$ cat config.mk
export PLATFORM = sky130hd
export DESIGN_NAME = sha256_stream_hasher
export DESIGN_NICKNAME = d
export VERILOG_FILES = /design/src/rtl/shs_pkg.sv /design/src/rtl/shs_sched.sv /design/src/rtl/shs_round.sv /design/src/rtl/sha256_stream_hasher.sv
export VERILOG_INCLUDE_DIRS = /design/src /design/src/rtl
export SDC_FILE = /design/constraint.sdc
export NUM_CORES = 2
export LEC_CHECK = 0
export ABC_AREA = 1
export BUFFER_PORTS_ARGS = -buffer_cell sky130_fd_sc_hd__buf_2
export CAP_MARGIN = 20
export CELL_PAD_IN_SITES_DETAIL_PLACEMENT = 1
export CELL_PAD_IN_SITES_GLOBAL_PLACEMENT = 2
export CORE_UTILIZATION = 40
export CTS_BUF_LIST = sky130_fd_sc_hd__clkbuf_8 sky130_fd_sc_hd__clkbuf_16
export DETAILED_ROUTE_END_ITERATION = 10
export PLACE_DENSITY = 0.82
export SYNTH_ARGS = -nofsm -noshare
export SYNTH_HDL_FRONTEND = slang
export SYNTH_SLANG_ARGS = --single-unit
$ cat constraint.sdc
create_clock -name clk -period 17.2 [get_ports clk]
set_input_delay 0.86 -clock clk [delete_from_list [all_inputs] [get_ports clk]]
set_output_delay 0.86 -clock clk [all_outputs]
set_load 0.03 [all_outputs]
$ cat src/rtl/sha256_stream_hasher_defines.svh
// Assertion macros shared by the hasher RTL.
// Both expect signals named clk and rst_n in the calling scope.
`ifndef SHA256_STREAM_HASHER_DEFINES_SVH
`define SHA256_STREAM_HASHER_DEFINES_SVH

// The condition must hold in the same cycle as the trigger.
`define SHS_ASSERT_SAME(label, pre, post, msg) \
    label: assert property (@(posedge clk) disable iff (!rst_n) (pre) |-> (post)) \
        else $error(msg);

// The condition must hold in the cycle after the trigger.
`define SHS_ASSERT_NEXT(label, pre, post, msg) \
    label: assert property (@(posedge clk) disable iff (!rst_n) (pre) |=> (post)) \
        else $error(msg);

`endif

$ cat src/rtl/shs_pkg.sv
package shs_pkg;

    typedef struct packed {
        logic [31:0] message_word;
        logic [2:0]  valid_bytes;
        logic        message_end;
    } shs_in_t;

    typedef struct packed {
        logic [31:0] digest_word;
        logic        digest_last;
    } shs_out_t;

    typedef enum logic [2:0] {
        S_IDLE,
        S_ROUND,
        S_FOLD,
        S_PAD,
        S_OUT
    } shs_state_t;

    // Commands from the sequencer to the round unit; step also advances the message schedule.
    typedef struct packed {
        logic load;
        logic step;
        logic fold;
        logic init;
    } shs_ctrl_t;

    localparam logic [31:0] ROUND_K [64] = '{
        32'h428a2f98, 32'h71374491, 32'hb5c0fbcf, 32'he9b5dba5,
        32'h3956c25b, 32'h59f111f1, 32'h923f82a4, 32'hab1c5ed5,
        32'hd807aa98, 32'h12835b01, 32'h243185be, 32'h550c7dc3,
        32'h72be5d74, 32'h80deb1fe, 32'h9bdc06a7, 32'hc19bf174,
        32'he49b69c1, 32'hefbe4786, 32'h0fc19dc6, 32'h240ca1cc,
        32'h2de92c6f, 32'h4a7484aa, 32'h5cb0a9dc, 32'h76f988da,
        32'h983e5152, 32'ha831c66d, 32'hb00327c8, 32'hbf597fc7,
        32'hc6e00bf3, 32'hd5a79147, 32'h06ca6351, 32'h14292967,
        32'h27b70a85, 32'h2e1b2138, 32'h4d2c6dfc, 32'h53380d13,
        32'h650a7354, 32'h766a0abb, 32'h81c2c92e, 32'h92722c85,
        32'ha2bfe8a1, 32'ha81a664b, 32'hc24b8b70, 32'hc76c51a3,
        32'hd192e819, 32'hd6990624, 32'hf40e3585, 32'h106aa070,
        32'h19a4c116, 32'h1e376c08, 32'h2748774c, 32'h34b0bcb5,
        32'h391c0cb3, 32'h4ed8aa4a, 32'h5b9cca4f, 32'h682e6ff3,
        32'h748f82ee, 32'h78a5636f, 32'h84c87814, 32'h8cc70208,
        32'h90befffa, 32'ha4506ceb, 32'hbef9a3f7, 32'hc67178f2
    };

    localparam logic [31:0] INIT_HASH [8] = '{
        32'h6a09e667, 32'hbb67ae85, 32'h3c6ef372, 32'ha54ff53a,
        32'h510e527f, 32'h9b05688c, 32'h1f83d9ab, 32'h5be0cd19
    };

    localparam logic [31:0] PAD_WORD = 32'h80000000;

    function automatic logic [31:0] big_sigma0(input logic [31:0] x);
        return {x[1:0], x[31:2]} ^ {x[12:0], x[31:13]} ^ {x[21:0], x[31:22]};
    endfunction

    function automatic logic [31:0] big_sigma1(input logic [31:0] x);
        return {x[5:0], x[31:6]} ^ {x[10:0], x[31:11]} ^ {x[24:0], x[31:25]};
    endfunction

    function automatic logic [31:0] small_sigma0(input logic [31:0] x);
        return {x[6:0], x[31:7]} ^ {x[17:0], x[31:18]} ^ {3'b000, x[31:3]};
    endfunction

    function automatic logic [31:0] small_sigma1(input logic [31:0] x);
        return {x[16:0], x[31:17]} ^ {x[18:0], x[31:19]} ^ {10'd0, x[31:10]};
    endfunction

endpackage

$ cat src/rtl/shs_sched.sv
module shs_sched (
    input  logic        clk,
    input  logic        push,
    input  logic [31:0] push_word,
    input  logic        step,
    output logic [31:0] w_word
);
    import shs_pkg::*;

    // Sixteen-word window; entry 0 is the word used by the current round.
    logic [31:0] win_reg  [16];
    logic [31:0] win_next [16];
    logic [31:0] expand_word;

    assign expand_word = small_sigma1(win_reg[14]) + win_reg[9]
                       + small_sigma0(win_reg[1]) + win_reg[0];
    assign w_word = win_reg[0];

    always_comb
    begin
        for (int i = 0; i < 16; i++)
        begin
            win_next[i] = win_reg[i];
        end
        if (push || step)
        begin
            for (int i = 0; i < 15; i++)
            begin
                win_next[i] = win_reg[i + 1];
            end
            win_next[15] = push ? push_word : expand_word;
        end
    end

    always_ff @(posedge clk)
    begin
        for (int i = 0; i < 16; i++)
        begin
            win_reg[i] <= win_next[i];
        end
    end

endmodule

$ cat src/rtl/shs_round.sv
module shs_round (
    input  logic              clk,
    input  logic              rst_n,
    input  shs_pkg::shs_ctrl_t ctrl,
    input  logic [31:0]       k_word,
    input  logic [31:0]       w_word,
    input  logic [2:0]        out_idx,
    output logic [31:0]       chain_word
);
    import shs_pkg::*;

    logic [31:0] v_reg      [8];
    logic [31:0] v_next     [8];
    logic [31:0] chain_reg  [8];
    logic [31:0] chain_next [8];
    logic [31:0] choose;
    logic [31:0] major;
    logic [31:0] tmp1;
    logic [31:0] tmp2;

    assign choose = (v_reg[4] & v_reg[5]) ^ (~v_reg[4] & v_reg[6]);
    assign major  = (v_reg[0] & v_reg[1]) ^ (v_reg[0] & v_reg[2]) ^ (v_reg[1] & v_reg[2]);
    assign tmp1   = v_reg[7] + big_sigma1(v_reg[4]) + choose + k_word + w_word;
    assign tmp2   = big_sigma0(v_reg[0]) + major;
    assign chain_word = chain_reg[out_idx];

    always_comb
    begin
        for (int i = 0; i < 8; i++)
        begin
            v_next[i]     = v_reg[i];
            chain_next[i] = chain_reg[i];
        end
        if (ctrl.load)
        begin
            for (int i = 0; i < 8; i++)
            begin
                v_next[i] = chain_reg[i];
            end
        end
        else if (ctrl.step)
        begin
            v_next[7] = v_reg[6];
            v_next[6] = v_reg[5];
            v_next[5] = v_reg[4];
            v_next[4] = v_reg[3] + tmp1;
            v_next[3] = v_reg[2];
            v_next[2] = v_reg[1];
            v_next[1] = v_reg[0];
            v_next[0] = tmp1 + tmp2;
        end
        if (ctrl.fold)
        begin
            for (int i = 0; i < 8; i++)
            begin
                chain_next[i] = chain_reg[i] + v_reg[i];
            end
        end
        else if (ctrl.init)
        begin
            for (int i = 0; i < 8; i++)
            begin
                chain_next[i] = INIT_HASH[i];
            end
        end
    end

    always_ff @(posedge clk)
    begin
        for (int i = 0; i < 8; i++)
        begin
            v_reg[i] <= v_next[i];
        end
    end

    always_ff @(posedge clk or negedge rst_n)
    begin
        if (!rst_n)
        begin
            for (int i = 0; i < 8; i++)
            begin
                chain_reg[i] <= INIT_HASH[i];
            end
        end
        else
        begin
            for (int i = 0; i < 8; i++)
            begin
                chain_reg[i] <= chain_next[i];
            end
        end
    end

endmodule

$ cat src/rtl/sha256_stream_hasher.sv
// SHA-256 hasher that takes a message as a stream of 32-bit words, first byte in bits 31..24,
// and returns the eight digest words H0..H7 as eight transfers on the digest channel, with
// digest_last marking H7. valid_bytes is read only on the word flagged message_end (values
// above four count as four; zero means the message ended on the previous word). A word that
// does not complete a 16-word block is taken without a stall. The word that completes a block
// holds the input stalled after its transfer, because a single round unit performs one of the
// 64 compression rounds per cycle and then adds the result into the chaining value. At message
// end the sequencer pushes the padding and the 64-bit length one word per cycle, except while
// a full block is compressed; it runs one or two compressions, and then offers the digest;
// the input stays stalled until the H7 transfer, after which the block is ready for a new
// message.
`include "sha256_stream_hasher_defines.svh"

module sha256_stream_hasher (
    input  logic              clk,
    input  logic              rst_n,
    input  logic              msg_valid,
    output logic              msg_stall,
    input  shs_pkg::shs_in_t  msg_data,
    output logic              digest_valid,
    input  logic              digest_stall,
    output shs_pkg::shs_out_t digest_data
);
    import shs_pkg::*;

    shs_state_t  state_reg;
    shs_state_t  state_next;
    logic [3:0]  word_pos_reg;
    logic [3:0]  word_pos_next;
    logic [5:0]  round_reg;
    logic [5:0]  round_next;
    logic [63:0] bit_len_reg;
    logic [63:0] bit_len_next;
    logic        pad_active_reg;
    logic        pad_active_next;
    logic        pad_first_reg;
    logic        pad_first_next;
    logic        len_hi_done_reg;
    logic        len_hi_done_next;
    logic        len_lo_done_reg;
    logic        len_lo_done_next;
    logic [2:0]  out_idx_reg;
    logic [2:0]  out_idx_next;

    logic        msg_take;
    logic        digest_take;
    logic [2:0]  byte_count;
    logic [31:0] end_word;
    logic        push;
    logic [31:0] push_word;
    logic [31:0] w_word;
    logic [31:0] chain_word;
    shs_ctrl_t   ctrl;

    assign msg_take    = msg_valid && !msg_stall;
    assign digest_take = digest_valid && !digest_stall;
    assign byte_count  = (msg_data.valid_bytes > 3'd4) ? 3'd4 : msg_data.valid_bytes;

    // The word that ends the message keeps its valid bytes and carries the padding byte
    // right after them; a full end word is stored unchanged and the padding follows.
    always_comb
    begin
        case (byte_count)
            3'd0:    end_word = PAD_WORD;
            3'd1:    end_word = {msg_data.message_word[31:24], 24'h800000};
            3'd2:    end_word = {msg_data.message_word[31:16], 16'h8000};
            3'd3:    end_word = {msg_data.message_word[31:8], 8'h80};
            default: end_word = msg_data.message_word;
        endcase
    end

    always_comb
    begin
        state_next       = state_reg;
        word_pos_next    = word_pos_reg;
        round_next       = round_reg;
        bit_len_next     = bit_len_reg;
        pad_active_next  = pad_active_reg;
        pad_first_next   = pad_first_reg;
        len_hi_done_next = len_hi_done_reg;
        len_lo_done_next = len_lo_done_reg;
        out_idx_next     = out_idx_reg;
        push             = 1'b0;
        push_word        = msg_data.message_word;
        ctrl             = '0;
        msg_stall        = 1'b1;
        digest_valid     = 1'b0;

        case (state_reg)
            S_IDLE:
            begin
                msg_stall = 1'b0;
                if (msg_valid)
                begin
                    push = 1'b1;
                    if (msg_data.message_end)
                    begin
                        push_word       = end_word;
                        bit_len_next    = bit_len_reg + {58'd0, byte_count, 3'b000};
                        pad_active_next = 1'b1;
                        pad_first_next  = (byte_count == 3'd4);
                        state_next      = S_PAD;
                    end
                    else
                    begin
                        bit_len_next = bit_len_reg + 64'd32;
                    end
                end
            end
            S_PAD:
            begin
                // One padding word per cycle: the pending 0x80 byte, zero fill, and the
                // length in the last two positions of the final block.
                push = 1'b1;
                if (pad_first_reg)
                begin
                    push_word      = PAD_WORD;
                    pad_first_next = 1'b0;
                end
                else if (word_pos_reg == 4'd14)
                begin
                    push_word        = bit_len_reg[63:32];
                    len_hi_done_next = 1'b1;
                end
                else if (word_pos_reg == 4'd15 && len_hi_done_reg)
                begin
                    push_word        = bit_len_reg[31:0];
                    len_lo_done_next = 1'b1;
                end
                else
                begin
                    push_word = 32'd0;
                end
            end
            S_ROUND:
            begin
                ctrl.step  = 1'b1;
                round_next = round_reg + 6'd1;
                if (round_reg == 6'd63)
                begin
                    state_next = S_FOLD;
                end
            end
            S_FOLD:
            begin
                ctrl.fold = 1'b1;
                if (len_lo_done_reg)
                begin
                    state_next = S_OUT;
                end
                else if (pad_active_reg)
                begin
                    state_next = S_PAD;
                end
                else
                begin
                    state_next = S_IDLE;
                end
            end
            S_OUT:
            begin
                digest_valid = 1'b1;
                if (!digest_stall)
                begin
                    out_idx_next = out_idx_reg + 3'd1;
                    if (out_idx_reg == 3'd7)
                    begin
                        ctrl.init        = 1'b1;
                        bit_len_next     = 64'd0;
                        pad_active_next  = 1'b0;
                        len_hi_done_next = 1'b0;
                        len_lo_done_next = 1'b0;
                        state_next       = S_IDLE;
                    end
                end
            end
            default:
            begin
                state_next = S_IDLE;
            end
        endcase

        // Every pushed word advances the block position; the sixteenth starts a compression.
        if (push)
        begin
            word_pos_next = word_pos_reg + 4'd1;
            if (word_pos_reg == 4'd15)
            begin
                ctrl.load  = 1'b1;
                round_next = 6'd0;
                state_next = S_ROUND;
            end
        end
    end

    always_ff @(posedge clk or negedge rst_n)
    begin
        if (!rst_n)
        begin
            state_reg       <= S_IDLE;
            word_pos_reg    <= 4'd0;
            round_reg       <= 6'd0;
            bit_len_reg     <= 64'd0;
            pad_active_reg  <= 1'b0;
            pad_first_reg   <= 1'b0;
            len_hi_done_reg <= 1'b0;
            len_lo_done_reg <= 1'b0;
            out_idx_reg     <= 3'd0;
        end
        else
        begin
            state_reg       <= state_next;
            word_pos_reg    <= word_pos_next;
            round_reg       <= round_next;
            bit_len_reg     <= bit_len_next;
            pad_active_reg  <= pad_active_next;
            pad_first_reg   <= pad_first_next;
            len_hi_done_reg <= len_hi_done_next;
            len_lo_done_reg <= len_lo_done_next;
            out_idx_reg     <= out_idx_next;
        end
    end

    shs_sched u_sched (
        .clk       (clk),
        .push      (push),
        .push_word (push_word),
        .step      (ctrl.step),
        .w_word    (w_word)
    );

    shs_round u_round (
        .clk        (clk),
        .rst_n      (rst_n),
        .ctrl       (ctrl),
        .k_word     (ROUND_K[round_reg]),
        .w_word     (w_word),
        .out_idx    (out_idx_reg),
        .chain_word (chain_word)
    );

    assign digest_data.digest_word = chain_word;
    assign digest_data.digest_last = (out_idx_reg == 3'd7);

    // No message word is taken while a digest is still being delivered.
    `SHS_ASSERT_SAME(a_no_take_during_digest, msg_take, !digest_valid,
        "message word taken during digest output")

    // The last round is always followed by the chaining update.
    `SHS_ASSERT_NEXT(a_fold_after_rounds, state_reg == S_ROUND && round_reg == 6'd63,
        state_reg == S_FOLD, "last round not followed by fold")

    // The digest is offered only on a block boundary.
    `SHS_ASSERT_SAME(a_digest_on_boundary, digest_valid, word_pos_reg == 4'd0,
        "digest offered inside a block")

    // After the H7 transfer the message state is back at its start.
    `SHS_ASSERT_NEXT(a_clear_after_digest, digest_take && digest_data.digest_last,
        bit_len_reg == 64'd0 && !pad_active_reg && state_reg == S_IDLE,
        "message state not cleared after digest")

endmodule
==> impl_results.md <==
- Worst path most repeated cell: inv_1
- Post-synth EDFFs: 768
- Endpoints failing setup: 0
- First-pass GRT wire length: 498 mm
- Clock Skews: 0.0625 ns
- Main synth FF type: edfxtp_1
- Worst r2r src: round_reg[1]
- Unrepaired setup endpoints after global routing: false
- Maximum clock path buffer count: 3
- Iter 0 DRT Violations: 7835
- R2r endpoint: u_round.v_reg[0][26]
- R2R setup slack: 7.71 ns
- WL/cell: 30.6 um
- GPL Wtd Cong: 1.02
- Starting Density: 40.4%
- Critical path launch point type: flop
- Max_slew headroom: 21.3%
- Reg2Reg Depth: 39
- Die area: 0.189 mm^2
- Mapped Nets: 9510
- # DRC: 0
- Synth warn: 0
- H-tree levels: 4
- Syn Area/Cell: 8.45 um^2
- CP endpoint kind: flop
- Core area: 0.186 mm^2
- Register bit total from synthesis: 1105
- # Post-CTS Setup Buffers: 0
- Layout cells sized above 1: 6.89%
- CTS Sinks: 1105
- DRT antenna net count: 0
- Vias: 67900
- WP data arrival: 10.03 ns
- # fillers: 21900
- Final Hold Fails: 0
- Most common cell after layout, fill and taps aside: nand2_1
- Cell row count: 158
- Root Driver: clkbuf_16
- Final period utilization: 55.2%
- Fmax: 105 MHz
- Vias in the first global route: 67000
- Setup TNS: 0 ns
- Initial antenna violation count: 28
- CTS Hold Bufs: 1
- CTS tree: built
- Run status: completed
- Slowest stage delay, CP: 0.70 ns
- Hold Path Origin: u_sched.win_reg[0][93]
- Vias per inst: 5.91
- Post-synthesis sequential area ratio: 42.2%
- Netlist cell types: 69
- CP required: 17.74 ns
- Critical path's slowest cell: dfrtp_1
- Post-route cell area: 0.0830 mm^2
- Clk pin slew, worst setup/hold paths: 0.07 ns
- Chip Height: 435 um
- 1st-pass router iterations: 6
- Hold path depth: 0
- Worst-margin pin slew: 1.18 ns
- Layout Nets: 9528
- Port Buffer Count: 74
- Inserted Clock Buffers: 138
- I/O pin cnt: 75
- Final Slew Violations: 0
- Chip width: 435 um
- Dpl cell area: 0.0780 mm^2
- Worst-Skew Late Latency: 0.82 ns
- WL final: 352 mm
- Post-CTS Resized: 0
- Commonest cells after routing, fill and taps aside: nand2_1 (1695), inv_1 (1341), o21ai_0 (903)
- CP Max Fanout: 14
- Max FFs per register: 512
- Largest net degree at the start of global routing: 208
- Final Critical Period: 9.49 ns
- Cell Area, Synth: 0.0750 mm^2
- Hold Path Class: flop to flop
- Post-synth ARST share: 30.5%
- DP Wirelength: 280 mm
- Setup CP Type: flop to flop
- Growth of design area from synthesis to finish: 10.6%
- Syn Inst Count: 8876
- Number of max-cap violations: 0
- Total gr overflow: 0
- Gr usage total: 36.5%
- Hold endpoint: u_sched.win_reg[0][61]
==> critical path: cells and delay by family (launching register included) <==
kind | cells | cell delay, ns
AO/OA/AOI/OAI | 7 | 1.81
XOR/XNOR | 1 | 0.37
adder cells (fa/ha/maj) | 7 | 3.12
buffers and inverters | 10 | 1.32
flip-flops | 1 | 0.70
AND/OR/NAND/NOR | 14 | 1.90
==> layer usage <==
metal	global-route usage [%]	share of wire [%]	up-vias
met5	0	0.041	-
li1	-	-	30000
met2	52.4	42	2787
met3	7.29	8.7	512
met1	53.9	46	34600
met4	13.3	4.0	24
==> how the worst max path moves through the flow <==
stage	startpoint	endpoint	slack, ns	cells past startpoint
finish	round_reg[1]	u_round.v_reg[0][26]	7.71	39
global route	round_reg[1]	u_round.v_reg[0][26]	7.28	39
CTS	round_reg[1]	u_round.v_reg[0][26]	7.83	38
detailed placement	round_reg[1]	u_round.v_reg[0][26]	7.93	38
global placement	round_reg[2]	u_round.v_reg[0][26]	7.58	32
floorplan	msg_valid	u_sched.win_reg[0][0]	3.74	5
==> cell type report <==
| type | count | area (um^2) | area share (%) |
|---|---|---|---|
| Inverter | 1344 | 5070 | 6.11 |
| Tap cell | 2480 | 3100 | 3.74 |
| Clock inverter | 103 | 1260 | 1.52 |
| Sequential cell | 1105 | 31700 | 38.2 |
| Antenna cell | 8 | 20.0 | 0.0241 |
| Multi-Input combinational cell | 6159 | 37300 | 44.9 |
| Timing Repair Buffer | 146 | 946 | 1.14 |
| Clock buffer | 151 | 3640 | 4.39 |
==> metrics by stage <==
step	setup slack, ns	util [%]	std cells	hold slack [ns]
global route	7.28	44.6	11500	0.381
global placement	7.58	42.0	11200	0.400
finish	7.71	44.7	11500	0.401
floorplan	3.74	-	8876	0.400
CTS	7.83	44.6	11500	0.343
detailed placement	7.93	42.0	11200	0.406
==> synthesized netlist by cell type, drive strengths merged, types with 71 or more instances <==
cell type | instances | area share (%)
a31oi | 85 | 0.71
nand3 | 374 | 2.6
ha | 398 | 6.6
nor3 | 129 | 0.87
xnor2 | 176 | 2.1
buf | 82 | 0.54
dfrtp | 201 | 6.7
xor2 | 223 | 2.6
nor2 | 604 | 3.2
o22ai | 111 | 0.93
fa | 196 | 5.2
a21oi | 701 | 4.7
clkbuf | 186 | 0.93
inv | 1339 | 6.7
nand4 | 71 | 0.59
dfstp | 136 | 4.8
edfxtp | 768 | 31
o21ai | 931 | 6.2
nand2 | 1706 | 8.6
==> cells by family (layout without fill, tap and decap cells) <==
kind of cell | Yosys count | count (layout) | synth area share, %
DFF | 1105 | 1105 | 42.2
and+or+nand+nor | 2985 | 2985 | 16.7
muxes | 8 | 8 | 0.107
xor gates and xnor gates | 399 | 399 | 4.66
AOI/OAI and AO/OA | 2172 | 2172 | 16.2
other | 0 | 8 | 0
adders and majority gates | 595 | 595 | 11.9
buffers and inverters | 1612 | 1744 | 8.20
Power is left out: the tool's default activity adds up to more than one toggle a clock period on the data nets, which glitch-free logic cannot reach.
